==> src/rtl/core/atapd_pkg.sv <==
// types, constants and helper functions for the packet drive task-file block
// used by ata_packet_drive_registers; no dependencies
package atapd_pkg;

  localparam int NUM_REGS       = 9;
  localparam int SLOT_W         = 4;
  localparam int COUNT_W        = 6;
  localparam int PACKET_BYTES_D = 12;

  localparam logic [31:0] CMD_PACKET = 32'h0000_00a0;

  // slot order of the decoded task-file registers
  localparam logic [SLOT_W-1:0] SLOT_DRIVE_SEL = 4'd0;
  localparam logic [SLOT_W-1:0] SLOT_ALT       = 4'd1;
  localparam logic [SLOT_W-1:0] SLOT_STATUS    = 4'd2;
  localparam logic [SLOT_W-1:0] SLOT_DATA      = 4'd3;
  localparam logic [SLOT_W-1:0] SLOT_ERROR     = 4'd4;

  localparam logic [23:0] REG_ADDR [NUM_REGS] = '{
    24'h5f7098, 24'h5f7018, 24'h5f709c, 24'h5f7080, 24'h5f7084,
    24'h5f7088, 24'h5f708c, 24'h5f7090, 24'h5f7094
  };

  typedef enum logic [1:0] {
    RC_OK       = 2'd0,
    RC_BAD_ADDR = 2'd1,
    RC_BAD_LEN  = 2'd2
  } result_code_t;

  typedef struct packed {
    logic        func;
    logic [23:0] address;
    logic [3:0]  access_bytes;
    logic [31:0] write_data;
    logic        busy_set;
  } req_t;

  typedef struct packed {
    logic [31:0] read_data;
    logic [1:0]  result_code;
    logic        irq_pending;
  } rsp_t;

  typedef struct packed {
    logic              hit;
    logic [SLOT_W-1:0] slot;
  } decode_t;

  // parallel compare against the nine task-file addresses
  function automatic decode_t decode_addr(input logic [23:0] addr);
    decode_t d;
    d.hit  = 1'b0;
    d.slot = '0;
    for (int i = 0; i < NUM_REGS; i++) begin
      if (REG_ADDR[i] == addr) begin
        d.hit  = 1'b1;
        d.slot = SLOT_W'(i);
      end
    end
    return d;
  endfunction

  // mask of the low n bytes, full word for four or more
  function automatic logic [31:0] byte_mask(input logic [3:0] n);
    logic [31:0] m;
    case (n)
      4'd0:    m = 32'h0000_0000;
      4'd1:    m = 32'h0000_00ff;
      4'd2:    m = 32'h0000_ffff;
      4'd3:    m = 32'h00ff_ffff;
      default: m = 32'hffff_ffff;
    endcase
    return m;
  endfunction

endpackage

==> src/rtl/core/ata_packet_drive_registers.sv <==
// packet drive task-file register block: decode, status flags, packet byte count
// depends on atapd_pkg
//
// Usage: one bus access per req transfer (read or write, 24-bit address,
// length 1..8 bytes). Each access yields exactly one rsp transfer with the
// masked read data, a result code (ok, unknown address, length above four)
// and the interrupt level after the access.
// Timing: the access is captured in an input register, then decoded and
// applied to the register state in one pass that loads the response
// register, which drives rsp_valid and rsp.
// Throughput: one access per cycle while rsp is taken; each access updates
// the state as its response loads, so the next access sees it right away.
// Stall: when rsp is not taken, the response register holds, the input
// register fills and req_ready drops; nothing is lost or repeated.
// Reset: clears valid flags, plain registers, busy, data request, interrupt
// and the packet byte count. No initialization sweep is needed.
module ata_packet_drive_registers #(
  parameter int PACKET_BYTES = atapd_pkg::PACKET_BYTES_D
) (
  input  logic             clk,
  input  logic             rst,
  input  logic             req_valid,
  output logic             req_ready,
  input  atapd_pkg::req_t  req,
  output logic             rsp_valid,
  input  logic             rsp_ready,
  output atapd_pkg::rsp_t  rsp
);
  import atapd_pkg::*;

  localparam logic [COUNT_W-1:0] PKT_END = COUNT_W'(PACKET_BYTES);

  // input register
  logic s1_valid;
  req_t s1;
  logic s2_take;

  // register state
  logic [31:0]        plain_words [NUM_REGS];
  logic               busy_flag;
  logic               data_request_flag;
  logic               interrupt_flag;
  logic [COUNT_W-1:0] packet_count;

  logic               busy_next;
  logic               data_request_next;
  logic               interrupt_next;
  logic [COUNT_W-1:0] packet_count_next;
  logic               word_we;
  logic [31:0]        word_next;
  rsp_t               rsp_next;

  decode_t            dec;
  logic [31:0]        mask;
  logic [31:0]        status_word;
  logic [COUNT_W-1:0] count_inc;

  assign s2_take   = s1_valid && (!rsp_valid || rsp_ready);
  assign req_ready = !s1_valid || s2_take;

  always_ff @(posedge clk) begin
    if (rst) begin
      s1_valid <= 1'b0;
    end else if (req_ready) begin
      s1_valid <= req_valid;
    end
    if (req_ready && req_valid) begin
      s1 <= req;
    end
  end

  always_comb begin
    dec         = decode_addr(s1.address);
    mask        = byte_mask(s1.access_bytes);
    count_inc   = packet_count + COUNT_W'(2);

    busy_next         = busy_flag | s1.busy_set;
    data_request_next = data_request_flag;
    interrupt_next    = interrupt_flag;
    packet_count_next = packet_count;
    word_we           = 1'b0;
    word_next         = (plain_words[dec.slot] & ~mask) | (s1.write_data & mask);
    // status reflects busy after the busy input is applied
    status_word       = {24'd0, busy_next, 3'd0, data_request_flag, 3'd0};

    rsp_next.read_data   = '0;
    rsp_next.result_code = RC_OK;

    if (!dec.hit) begin
      rsp_next.result_code = RC_BAD_ADDR;
    end else if (s1.access_bytes > 4'd4) begin
      rsp_next.result_code = RC_BAD_LEN;
    end else if (!s1.func) begin
      case (dec.slot)
        SLOT_STATUS: begin
          rsp_next.read_data = status_word & mask;
          interrupt_next     = 1'b0;
        end
        SLOT_ALT:   rsp_next.read_data = status_word & mask;
        SLOT_ERROR: rsp_next.read_data = '0;
        default:    rsp_next.read_data = plain_words[dec.slot] & mask;
      endcase
    end else begin
      case (dec.slot)
        SLOT_STATUS: begin
          if ((s1.write_data & mask) == CMD_PACKET) begin
            data_request_next = 1'b1;
          end
          interrupt_next = 1'b1;
        end
        SLOT_DATA: begin
          if (count_inc >= PKT_END) begin
            packet_count_next = '0;
            data_request_next = 1'b0;
            busy_next         = 1'b0;
            interrupt_next    = 1'b1;
          end else begin
            packet_count_next = count_inc;
          end
        end
        default: word_we = 1'b1;
      endcase
    end

    rsp_next.irq_pending = interrupt_next;
  end

  always_ff @(posedge clk) begin
    if (rst) begin
      rsp_valid         <= 1'b0;
      busy_flag         <= 1'b0;
      data_request_flag <= 1'b0;
      interrupt_flag    <= 1'b0;
      packet_count      <= '0;
      for (int i = 0; i < NUM_REGS; i++) begin
        plain_words[i] <= '0;
      end
    end else begin
      if (s2_take) begin
        rsp_valid         <= 1'b1;
        busy_flag         <= busy_next;
        data_request_flag <= data_request_next;
        interrupt_flag    <= interrupt_next;
        packet_count      <= packet_count_next;
        if (word_we) begin
          plain_words[dec.slot] <= word_next;
        end
      end else if (rsp_ready) begin
        rsp_valid <= 1'b0;
      end
    end
    if (s2_take) begin
      rsp <= rsp_next;
    end
  end

  // the packet count only moves in steps of two and wraps before the end value
  a_count_range: assert property (@(posedge clk) disable iff (rst)
    packet_count < PKT_END && packet_count[0] == 1'b0)
    else $error("packet byte count out of range");

  a_err_no_data: assert property (@(posedge clk) disable iff (rst)
    rsp_valid && rsp.result_code != RC_OK |-> rsp.read_data == 32'd0)
    else $error("error response carries read data");

  a_code_legal: assert property (@(posedge clk) disable iff (rst)
    rsp_valid |-> rsp.result_code != 2'd3)
    else $error("illegal result code");

  // a held access in the input register must not change while the output stalls
  a_s1_hold: assert property (@(posedge clk) disable iff (rst)
    s1_valid && !s2_take |=> s1_valid && $stable(s1))
    else $error("input register lost a pending access");

  a_status_read_clears: assert property (@(posedge clk) disable iff (rst)
    s2_take && dec.hit && !s1.func && dec.slot == SLOT_STATUS
      && s1.access_bytes <= 4'd4 |=> !interrupt_flag && !rsp.irq_pending)
    else $error("status read did not clear the interrupt");

endmodule
==> config.mk <==
export PLATFORM = sky130hd
export DESIGN_NAME = ata_packet_drive_registers
export DESIGN_NICKNAME = d
export VERILOG_FILES = /design/src/rtl/core/atapd_pkg.sv /design/src/rtl/core/ata_packet_drive_registers.sv
export SDC_FILE = /design/constraint.sdc
export NUM_CORES = 1
export LEC_CHECK = 0
export ABC_CLOCK_PERIOD_IN_PS = 5200
export BUFFER_PORTS_ARGS = -buffer_cell sky130_fd_sc_hd__buf_4
export CORE_MARGIN = 1.5
export CORE_UTILIZATION = 45
export CTS_CLUSTER_DIAMETER = 50
export CTS_CLUSTER_SIZE = 10
export DETAILED_ROUTE_END_ITERATION = 12
export SYNTH_ARGS = -nofsm -noshare
export SYNTH_HDL_FRONTEND = slang
export SYNTH_SLANG_ARGS = --single-unit
==> constraint.sdc <==
create_clock -name clk -period 5.2 [get_ports clk]
set_input_delay 0.26 -clock clk [delete_from_list [all_inputs] [get_ports clk]]
set_output_delay 0.26 -clock clk [all_outputs]
set_load 0.02 [all_outputs]
# Word level (Yosys, flattened, before mapping)
# Memories as Yosys holds them, arrays and structs flattened.
# Cells that the tools add are included.
dict set report op_classes {
  add_sub_neg 1
  reduce_logical 15
  muxes 42
  n_eq_ne 19
  n_bitwise 9
  magnitude_cmp 2
}
# op count
set ops {}
lappend ops {{equality test 23 x 24 -> 1 bit, first input constant} 9}
lappend ops {{case mux 32 bit (4 select lines)} 1}
lappend ops {{bitwise AND 32 bit} 3}
lappend ops {{case mux 32 bit (2 select lines)} 1}
lappend ops {{two-way mux 5 bit} 9}
lappend ops {{bitwise AND 8 x 32 -> 32 bit} 1}
lappend ops {{equality test 32 x 8 -> 1 bit, second input constant} 1}
lappend ops {{two-way mux 32 bit} 1}
lappend ops {{NOT 32 bit} 1}
lappend ops {{bitwise OR 32 bit} 1}
lappend ops {{OR reduction 32 bit} 1}
lappend ops {{two-way mux 1 bit} 25}
lappend ops {{equality test 4 x 2 -> 1 bit, second input constant} 4}
lappend ops {{equality test 4 x 1 -> 1 bit, second input constant} 2}
lappend ops {{AND reduction 7 bit} 1}
lappend ops {{adder 6 x 2 -> 6 bit, second input constant} 1}
lappend ops {{>= comparator 6 x 4 -> 1 bit, second input constant} 1}
lappend ops {{two-way mux 6 bit} 1}
lappend ops {{AND reduction 5 bit} 1}
lappend ops {{equality test 4 x 3 -> 1 bit, second input constant} 1}
lappend ops {{> comparator 4 x 3 -> 1 bit, second input constant} 1}
lappend ops {{logical NOT 4 bit} 1}
lappend ops {{two-way mux 4 bit} 1}
lappend ops {{inequality test 2 bit, second input constant} 2}
lappend ops {{10 further kinds} 17}
dict set report totals {
  word_cells 103
  in_bits 66
  mem_bits_rw 288
  memories 1
  output_inout_bits 37
  ff_bits 108
}
# name words word_bits read_ports rd_clocked_by_memory_dff wr line_no
set memory_table {}
lappend memory_table {plain_words 9 32 1 0 9 ata_packet_drive_registers.sv:39} ;# logic [31:0] plain_words [NUM_REGS];

# Logic depth before layout (Yosys ltp)
# Gate-level depths: netlist of run 1.
dict set report depth {
  depth_word 22
  ltp_mapped 11
  depth_no_buf 9
}

# Worst setup path after synthesis of run 1
# OpenSTA, ideal clock, no wires.
dict set report synth_path {
  path_type {register to register}
  start {reg rsp_valid}
  end {mem plain_words[1][0], enable pin}
  n_path_buf 1
  setup_time_ps 394
  required_time_ps 4806
  slack_ps 341
  stages_incl_launch_ff 9
  synth_period_minus_slack_ps 4859
  arrival_ps 4465
  path_cell_list {dfxtp_1 > nor2b_1 > nor2b_1 > nand3_1 > a2111oi_4 > nand2_1 > or4_1 > buf_2 > nand2b_1}
}
# item line_no
set synth_rtl {}
lappend synth_rtl {{start, declared} ata_packet_drive_registers.sv:25} ;# output logic rsp_valid,
lappend synth_rtl {{start signal, assigned} ata_packet_drive_registers.sv:130} ;# rsp_valid <= 1'b0;
lappend synth_rtl {{start signal, assigned} ata_packet_drive_registers.sv:140} ;# rsp_valid <= 1'b1;
lappend synth_rtl {{start signal, assigned} ata_packet_drive_registers.sv:149} ;# rsp_valid <= 1'b0;
lappend synth_rtl {{end, declared} ata_packet_drive_registers.sv:39}

==> flow_metrics.env, run 1 <==
export IMPL_fin_tns_setup_ns=0
export IMPL_syn_area_sq_um=19400
export IMPL_cellPowerDensity_nw_per_um2=357
export IMPL_wl_um=51900
export IMPL_p_leak_nw=8.66
export IMPL_yosys_top_cells_count="edfxtp_1, nor2_1, o22ai_1, clkbuf_1, nand2_1"
export IMPL_via_per_inst=5.61
export IMPL_detailed_place_area_sq_um=21300
export IMPL_period_share_pct=78.0
export IMPL_synth_area_leader_cell="edfxtp_1"
export IMPL_finalNetCount=1789
export IMPL_worstMarginPinSlew_ns=1.16
export IMPL_grtUsageTotal_pct=23.7
export IMPL_syn_area_per_cell_sq_um=13.7
export IMPL_synthCells=1417
export IMPL_total_power_w=0.00841
export IMPL_maxCapViolations=0
export IMPL_drt_wirelength_per_cell_um=22.7
export IMPL_grt_busiest_layer="met2"
export IMPL_synth_top_family_by_area="compound AO/OA/AOI/OAI gates"
export IMPL_clk_pin_slew_ns=0.06
export IMPL_crit_path_start_kind="register"
export IMPL_hold_class="in -> reg"
export IMPL_critPathCaptureType="register"
export IMPL_fmax_ghz=0.247
export IMPL_synth_top_cells_by_area="edfxtp_1, nor2_1, o22ai_1, a31oi_4, a21oi_1"
export IMPL_first_pass_iters=5
export IMPL_start_util_pct=46.0
export IMPL_clock_path_buffers=3
export IMPL_gp_congestion=0.824
export IMPL_worstSkewPairLatency_ns=0.61
export IMPL_drive_gt1_share_pct=18.3
export IMPL_grt_pass1_vias=12900
export IMPL_synthAdderAreaFrac_pct=0.0644
export IMPL_synth_edf_count=457
export IMPL_postCtsSetupBuffers=0
export IMPL_core_area_sq_um=42200
export IMPL_port_buffers=102
export IMPL_die_area_sq_um=44400
export IMPL_grt_pass1_wl_um=77900
export IMPL_row_count=75
export IMPL_fp_dieW_um=211
export IMPL_hold_viol=0
export IMPL_status="finished clean"
export IMPL_root_buffer="clkbuf_16"
export IMPL_grt_max_degree=57
export IMPL_grt_overflow=0
export IMPL_grtUsageMet3_pct=4.40
export IMPL_synth_compound_area_share_pct=13.2
export IMPL_htree_levels=2
export IMPL_rsz0062_at_grt="no"
export IMPL_cts_buffers=55
export IMPL_holdWs_ns=0.156
export IMPL_clock_sinks=467
export IMPL_antenna_found_initial=0
export IMPL_syn_to_final_growth_pct=21.4
export IMPL_drtIter0Drc=1195
export IMPL_design_area_sq_um=23600
export IMPL_path_class="reg -> reg"
export IMPL_yosysMostFrequentCell="edfxtp_1"
export IMPL_finalSetupViolations=0
export IMPL_die_y_um=211
export IMPL_dp_hpwl_um=31300
export IMPL_worstPathMaxFanout=33
export IMPL_yosysSeqAreaShare_pct=71.7
export IMPL_ir_drop_uv=256
export IMPL_synth_simple_area_share_pct=12.1
export IMPL_worstPathRequired_ns=5.48
export IMPL_yosysTopAreaCellShare_pct=70.7
export IMPL_synth_xor_area_share_pct=0.180
export IMPL_synth_distinct_cells=76
export IMPL_slew_headroom_pct=22.1
export IMPL_gr_usage_met2_pct=39.0
export IMPL_skew_ns=0.0216
export IMPL_dr_total_vias=12800
export IMPL_cts_tree="done"
export IMPL_synthMuxAreaShare_pct=0
export IMPL_io_pins=103
export IMPL_ant_nets=0
export IMPL_use_met1_pct=31.7
export IMPL_drc=0
export IMPL_yosys_warnings=0
export IMPL_num_antenna_cells=0
export IMPL_synthArstFlopShare_pct=0
export IMPL_crit_arrival_ns=4.33
export IMPL_min_period_ns=4.06
export IMPL_slew_viol_final=0
export IMPL_synthFlopType="edfxtp_1"
export IMPL_yosys_register_bits=467
where the power goes:
part	total, W	internal (W)	switching [W]
clock network	0.00357	0.00211	0.00146
logic	0.000425	0.000152	0.000273
registers	0.00441	0.00434	0.0000739
total	0.00841	0.00660	0.00181
cells in the final DEF (no fill, tap or decap), types with 5 or more instances in the layout:
master         instances
a211oi_1              11
a21oi_1               49
a22oi_4                7
a31o_2                22
a31oi_4               12
and2_1                31
and3_1                12
and4_1                 8
buf_4                137
clkbuf_1              18
clkbuf_16             55
conb_1               136
dfxtp_1               10
dlygate4sd3_1         64
edfxtp_1             457
inv_1                 11
inv_2                 16
nand2_1               50
nand2b_1               8
nand3_1               17
nand4_1                5
nor2_1               236
nor2_2                30
nor2b_1                5
nor3_1                16
nor3b_1                5
nor4_1                 8
o21a_1                11
o21ai_0               33
o21ai_1               41
o221ai_1               7
o22a_1                 7
o22ai_1              124
o311ai_0               6
through the flow:
step / util (%) / std cells / setup WS, ns
6_report: 55.8 / 2290 / 1.14
5_1_grt: 55.8 / 2290 / 0.848
4_1_cts: 55.8 / 2290 / 1.15
3_5_place_dp: 50.4 / 2140 / 1.17
3_3_place_gp: 50.4 / 2140 / 1.28
2_1_floorplan: - / 1552 / 0.341
layout make-up:
class	count	area, sq um
clock buffer	75	1470
clock inverter	11	164
fill	3458	18700
inverter	27	101
multi-input combinational	967	5500
sequential	467	13900
tap	539	674
timing repair buffer	204	1730
final timing paths:
kind | startpoint | slack, ns | cells after the start | end
max | s1[52] | 1.14 | 9 | plain_words[0][11]
min | rst | 0.16 | 2 | rsp_valid
max reg2reg | s1[52] | 1.14 | 9 | plain_words[0][11]
min reg2reg | data_request_flag | 0.47 | 2 | data_request_flag
state kept, by name, summed over array words and instances (netlist names):
register / cells
data_request_flag: 1
plain_words: 360
s1_valid: 1
rsp: 35
busy_flag: 1
s1: 62
packet_count: 5
rsp_valid: 1
interrupt_flag: 1
worst max-delay path: stages (launching register included):
cell and delay, ns:
edfxtp_1 0.43, nor4b_2 0.41, and4_1 0.34, buf_4 0.32, nand2_4 0.12, a2111oi_4 0.35, nand2_1 0.17, or2_2 0.58
nand2b_1 0.61, buf_4 0.38
metal layers:
metal | part of all wire [%] | up-vias
met5 | 0 | -
met4 | 3.0 | 0
met3 | 6.6 | 100
met2 | 48 | 464
met1 | 42 | 6396
li1 | - | 5887
repair_timing:
action                    4_1_cts  5_1_grt
hold endpoints to repair       64        0
hold buffers                   64        0
gates resized for setup         0        0
logic make-up after synthesis:
kind of cell,after synthesis
fa+ha+maj,1
xor+xnor,4
buf+inv,118
compound gates,355
simple gates,471
flops,467
other cells,1
Note: power is estimated with default switching activity, not from simulation.
==> run 2: changes to the inputs <==
ABC_AREA = 1   (was default)
ABC_CLOCK_PERIOD_IN_PS = 3300   (was 5200)
clock period = 3.3 ns   (was 5.2 ns; I/O delays follow)
==> flow_metrics.env, run 2 <==
export IMPL_critPathCaptureType="register"
export IMPL_synth_distinct_cells=32
export IMPL_clock_sinks=488
export IMPL_regMostFlops="plain_words"
export IMPL_skew_ns=0.0267
export IMPL_wl_um=59500
export IMPL_finalNetCount=2629
export IMPL_synthArstFlopShare_pct=0
export IMPL_synth_top_cells_by_area="edfxtp_1, nand2_1, a21oi_1, inv_1, o21ai_0"
export IMPL_crit_path_start_kind="register"
export IMPL_slew_headroom_pct=54.4
export IMPL_synthMuxAreaShare_pct=0
export IMPL_yosys_top_cells_count="nand2_1, edfxtp_1, a21oi_1, inv_1, o21ai_0"
export IMPL_via_per_inst=5.20
export IMPL_worstPathRequired_ns=3.85
export IMPL_synthCells=2192
export IMPL_whs_path_depth=2
export IMPL_status="finished clean"
export IMPL_clock_path_buffers=3
export IMPL_drive_gt1_share_pct=11.2
export IMPL_synth_edf_count=478
export IMPL_slew_viol_final=0
export IMPL_syn_to_final_growth_pct=23.0
export IMPL_port_buffers=102
export IMPL_fillers=4226
export IMPL_yosysSeqAreaShare_pct=66.4
export IMPL_num_antenna_cells=0
export IMPL_grt_overflow=0
export IMPL_top_regs="plain_words (381), s1 (62), rsp (35)"
export IMPL_fmax_ghz=0.327
export IMPL_regToRegSetupSlack_ns=0.25
export IMPL_io_pins=103
export IMPL_yosysTopAreaCellShare_pct=65.5
export IMPL_drtIter0Drc=1513
export IMPL_start_util_pct=45.8
export IMPL_clk_pin_slew_ns=0.05
export IMPL_worstReg2RegEnd="data_request_flag"
export IMPL_grt_pass1_vias=16300
export IMPL_drt_wirelength_per_cell_um=18.6
export IMPL_hold_class="in -> reg"
export IMPL_largest_reg_flops=381
export IMPL_drc=0
export IMPL_final_common_cell="nand2_1"
export IMPL_layout_cells_most_common_list="nand2_1, edfxtp_1, a21oi_1, inv_1, buf_4"
export IMPL_dr_total_vias=16700
export IMPL_grt_max_degree=141
export IMPL_finalSetupViolations=0
export IMPL_row_count=80
export IMPL_worstMarginPinSlew_ns=0.683
export IMPL_maxCapViolations=0
export IMPL_syn_area_sq_um=21900
export IMPL_die_y_um=224
export IMPL_synth_xor_area_share_pct=0.0800
export IMPL_synthAdderAreaFrac_pct=0.0571
export IMPL_rr_startpoint="s1[36]"
export IMPL_ir_drop_uv=361
export IMPL_crit_arrival_ns=3.61
export IMPL_gp_congestion=0.881
export IMPL_yosys_register_bits=488
export IMPL_hold_end="packet_count[2]"
export IMPL_yosys_warnings=0
export IMPL_worstSkewPairLatency_ns=0.62
export IMPL_synth_top_family_by_area="simple AND/OR/NAND/NOR gates"
export IMPL_grt_pass1_wl_um=91000
export IMPL_synth_area_leader_cell="edfxtp_1"
export IMPL_period_share_pct=92.6
export IMPL_core_area_sq_um=47800
export IMPL_worstPathMaxFanout=14
export IMPL_die_area_sq_um=50000
export IMPL_holdWs_ns=0.0200
export IMPL_syn_area_per_cell_sq_um=9.99
export IMPL_rsz0062_at_grt="yes"
export IMPL_htree_levels=2
export IMPL_grtUsageTotal_pct=23.8
export IMPL_antenna_found_initial=0
export IMPL_p_leak_nw=11.1
export IMPL_hold_viol=0
export IMPL_fin_tns_setup_ns=0
export IMPL_first_pass_iters=6
export IMPL_fp_dieW_um=224
export IMPL_min_delay_start="rst"
export IMPL_synthFlopType="edfxtp_1"
export IMPL_dp_hpwl_um=35700
export IMPL_path_class="reg -> reg"
export IMPL_cellPowerDensity_nw_per_um2=517
export IMPL_yosysMostFrequentCell="nand2_1"
export IMPL_root_buffer="clkbuf_16"
export IMPL_synth_simple_area_share_pct=18.1
export IMPL_min_period_ns=3.05
export IMPL_ant_nets=0
export IMPL_cts_buffers=59
export IMPL_cts_tree="done"
export IMPL_r2r_cells=11
export IMPL_synth_compound_area_share_pct=9.61
[run 2: through the flow]
stage                     instances  cell area (sq um)  power, W  utilization (%)  setup WS [ns]
after floorplan                2348              22500   0.00772                -          0.204
after CTS                      3191              26800    0.0140             56.0         0.0294
after global routing           3204              27000    0.0144             56.3        -0.0625
final                          3204              27000    0.0139             56.3          0.246
after detailed placement       3037              24400   0.00804             51.0         0.0368
after global placement         3037              24400   0.00802             51.0          0.102
[run 2: worst max-delay path by stage]
stage | startpoint | end | slack, ns
detailed placement | s1[46] | plain_words[10][2] | 0.04
floorplan | s1[60] | plain_words[0][0] | 0.20
CTS | s1[46] | plain_words[9][2] | 0.03
global placement | s1[46] | plain_words[11][2] | 0.10
global route | s1[45] | plain_words[7][6] | -0.06
finish | s1[36] | data_request_flag | 0.25
[run 2: logic make-up (layout without fill, tap and decap cells)]
family	after synthesis	count (layout)
AND/OR/NAND/NOR	963	963
flip-flops	488	488
AO/OA/AOI/OAI	419	419
buffers and inverters	318	559
XOR/XNOR	2	2
adder cells (fa/ha/maj)	1	1
other	1	157
[run 2: cell type report]
type | instances | area [sq um] | share of cell area, %
clock inverters | 10 | 109 | 0.404
multi-input cells | 1542 | 6780 | 25.1
inverters | 217 | 815 | 3.02
repair buffers | 254 | 2310 | 8.58
clock buffers | 78 | 1620 | 6.02
flip-flops and latches | 488 | 14600 | 54.0
well taps | 615 | 769 | 2.85
[run 2: power breakdown]
part	leakage (nW)	total (W)	internal, W	switching, W
clock	0.843	0.00594	0.00353	0.00241
sequential	4.79	0.00725	0.00715	0.0000959
combinational	5.45	0.000750	0.000267	0.000483
total	11.1	0.0139	0.0110	0.00299
[run 2: worst max-delay path, stage by stage (launching register included)]
cell	delay (ns)
edfxtp_1	0.38
nor2_1	0.09
buf_4	0.26
nand2_1	0.39
nand2_1	0.43
nand3_1	0.13
nor4_1	0.56
buf_4	0.21
nand3_1	0.16
a21oi_1	0.19
a31oi_1	0.09
nor2_1	0.09
[run 2: repair_timing]
| item | in CTS | in global routing |
|---|---|---|
| buffers inserted | 0 | 12 |
| setup endpoints to repair | 3 | 336 |
| gates cloned | 0 | 1 |
| pin swaps | 0 | 6 |
| endpoints found under the hold margin | 64 | 0 |
| hold buffers | 66 | 0 |
| gates resized for setup | 1 | 15 |
[run 2: layer usage]
layer / global-route usage (%) / vias to the layer above / wire, um
met1: 31.5 / 7908 / 25400
met2: 39.5 / 627 / 28200
met3: 4.45 / 105 / 4280
met4: 8.17 / 0 / 1690
met5: 0.391 / - / 0
li1: - / 8017 / -
==> run 3: changes to the inputs <==
CORE_ASPECT_RATIO = 1.4   (was default)
==> flow_metrics.env, run 3 (synthesis gave the netlist of run 2 again) <==
export IMPL_power_frac_clock_pct=39.9
export IMPL_port_buffers=102
export IMPL_grt_overflow=0
export IMPL_grt_pass1_wl_um=89800
export IMPL_gp_congestion=0.870
export IMPL_hold_class="in -> reg"
export IMPL_r2r_cells=13
export IMPL_dr_total_vias=16500
export IMPL_clock_path_buffers=3
export IMPL_critPathCaptureType="register"
export IMPL_grt_pass1_vias=16200
export IMPL_root_buffer="clkbuf_16"
export IMPL_die_y_um=264
export IMPL_wl_um=58000
export IMPL_min_period_ns=3.07
export IMPL_path_class="reg -> reg"
export IMPL_p_leak_nw=10.9
export IMPL_largest_reg_flops=381
export IMPL_worstPathMaxFanout=32
export IMPL_p_sw_w=0.00286
export IMPL_worstMarginPinSlew_ns=1.08
export IMPL_total_power_w=0.0133
export IMPL_grtUsageTotal_pct=23.4
export IMPL_io_pins=103
export IMPL_cts_tree="done"
export IMPL_skew_ns=0.0208
export IMPL_clk_pin_slew_ns=0.06
export IMPL_min_delay_start="rst"
export IMPL_place_ws_ns=0.157
export IMPL_top_regs="plain_words (381), s1 (62), rsp (35)"
export IMPL_finalSetupViolations=0
export IMPL_fmax_ghz=0.325
export IMPL_whs_path_depth=2
export IMPL_fin_ws_ns=0.227
export IMPL_intPower_w=0.0104
export IMPL_row_count=95
export IMPL_num_antenna_cells=0
export IMPL_syn_to_final_growth_pct=21.3
export IMPL_via_per_inst=5.17
export IMPL_worstPathRequired_ns=3.60
export IMPL_start_util_pct=45.6
export IMPL_htree_levels=2
export IMPL_ir_drop_uv=392
export IMPL_cts_buffers=55
export IMPL_finalNetCount=2613
export IMPL_regMostFlops="plain_words"
export IMPL_worstReg2RegEnd="plain_words[8][11]"
export IMPL_grt_max_degree=77
export IMPL_fp_dieW_um=189
export IMPL_layout_cells_most_common_list="nand2_1, edfxtp_1, a21oi_1, inv_1, buf_4"
export IMPL_drtIter0Drc=1291
export IMPL_drt_wirelength_per_cell_um=18.2
export IMPL_first_pass_iters=5
export IMPL_antenna_found_initial=0
export IMPL_cellPowerDensity_nw_per_um2=500
export IMPL_hold_viol=0
export IMPL_hold_end="rsp_valid"
export IMPL_drc=0
export IMPL_status="finished clean"
export IMPL_ant_nets=0
export IMPL_core_area_sq_um=48000
export IMPL_dp_hpwl_um=35700
export IMPL_drive_gt1_share_pct=10.5
export IMPL_clock_sinks=488
export IMPL_slew_viol_final=0
export IMPL_combPwrFrac_pct=5.5
export IMPL_regToRegSetupSlack_ns=0.23
export IMPL_worstSkewPairLatency_ns=0.59
export IMPL_slew_headroom_pct=27.5
export IMPL_maxCapViolations=0
export IMPL_crit_path_start_kind="register"
export IMPL_final_common_cell="nand2_1"
export IMPL_rsz0062_at_grt="yes"
export IMPL_swShare_pct=21.5
export IMPL_period_share_pct=93.1
export IMPL_rr_startpoint="s1[40]"
export IMPL_power_frac_seq_pct=54.6
export IMPL_die_area_sq_um=50000
export IMPL_crit_arrival_ns=3.37
run 3: changes by cell type in the layout (fill, tap and decap cells not counted), moves of 2 or more:
cell       delta
buf_4         -7
clkbuf_16     -7
clkbuf_1      -5
clkinv_2      -3
nand2_2       +3
buf_12        -2
bufinv_16     -2
nand2_4       -2
nor2_2        +2
run 3: worst max-delay path by stage:
stage,slack [ns],endpoint,depth (start not counted),from
after floorplan,0.20,plain_words[0][0],14,s1[60]
after global placement,0.19,plain_words[11][17],13,s1[46]
after detailed placement,0.16,rsp[31],14,s1[46]
after CTS,0.12,rsp[31],14,s1[46]
after global routing,-0.01,plain_words[7][10],14,s1[43]
final,0.23,plain_words[8][11],13,s1[40]
run 3: metal layers:
layer | wire length [um] | vias to the layer above | GRT usage [%]
met5 | 0 | - | 0
met4 | 1870 | 0 | 8.58
met3 | 3330 | 123 | 2.52
met2 | 29900 | 508 | 41.9
met1 | 22900 | 7901 | 28.9
li1 | - | 7974 | -
run 3: worst max-delay path, cell delays in order (launching register included):
cell and delay, ns:
edfxtp_1 0.48, nor2_1 0.08, nand2_1 0.15, nand3b_1 0.15
nor2_1 0.06, nor2_1 0.14, nand3_1 0.11, nor2_1 0.43
nand2_2 0.16, nand4_1 0.18, nor3_4 0.10, nand2_1 0.13
buf_4 0.49, a21oi_1 0.11
run 3: per-stage QoR:
step	setup TNS, ns	hold slack, ns	util [%]	instances	area, sq um
after floorplan	0	0.264	-	2348	22500
after global placement	0	0.343	50.6	3041	24300
after detailed placement	0	0.344	50.6	3041	24300
after CTS	0	0.0519	55.1	3177	26400
after global routing	-0.149	0.0892	55.3	3190	26600
final	0	0.0561	55.3	3190	26600
run 3: repair_timing:
item | CTS | global route
setup endpoints to repair | 0 | 193
buffers inserted | 0 | 13
endpoints found under the hold margin | 64 | 0
resized for setup | 0 | 10
hold buffers | 65 | 0
run 3: cell type report:
| type | instances | area (sq um) |
|---|---|---|
| tap | 630 | 788 |
| sequential | 488 | 14600 |
| timing repair buffer | 242 | 2170 |
| fill | 4276 | 21400 |
| clock inverter | 5 | 41.3 |
| multi-input combinational | 1542 | 6770 |
| clock buffer | 66 | 1440 |
| inverter | 217 | 815 |
run 3: power by group through the flow:
| stage | Sequential, W | Clock, W | Combinational, W |
|---|---|---|---|
| floorplan | 0.00737 | 0 | 0.000350 |
| global placement | 0.00736 | 0 | 0.000652 |
| detailed placement | 0.00737 | 0 | 0.000659 |
| CTS | 0.00725 | 0.00541 | 0.000723 |
| global route | 0.00727 | 0.00560 | 0.000817 |
| finish | 0.00725 | 0.00530 | 0.000734 |
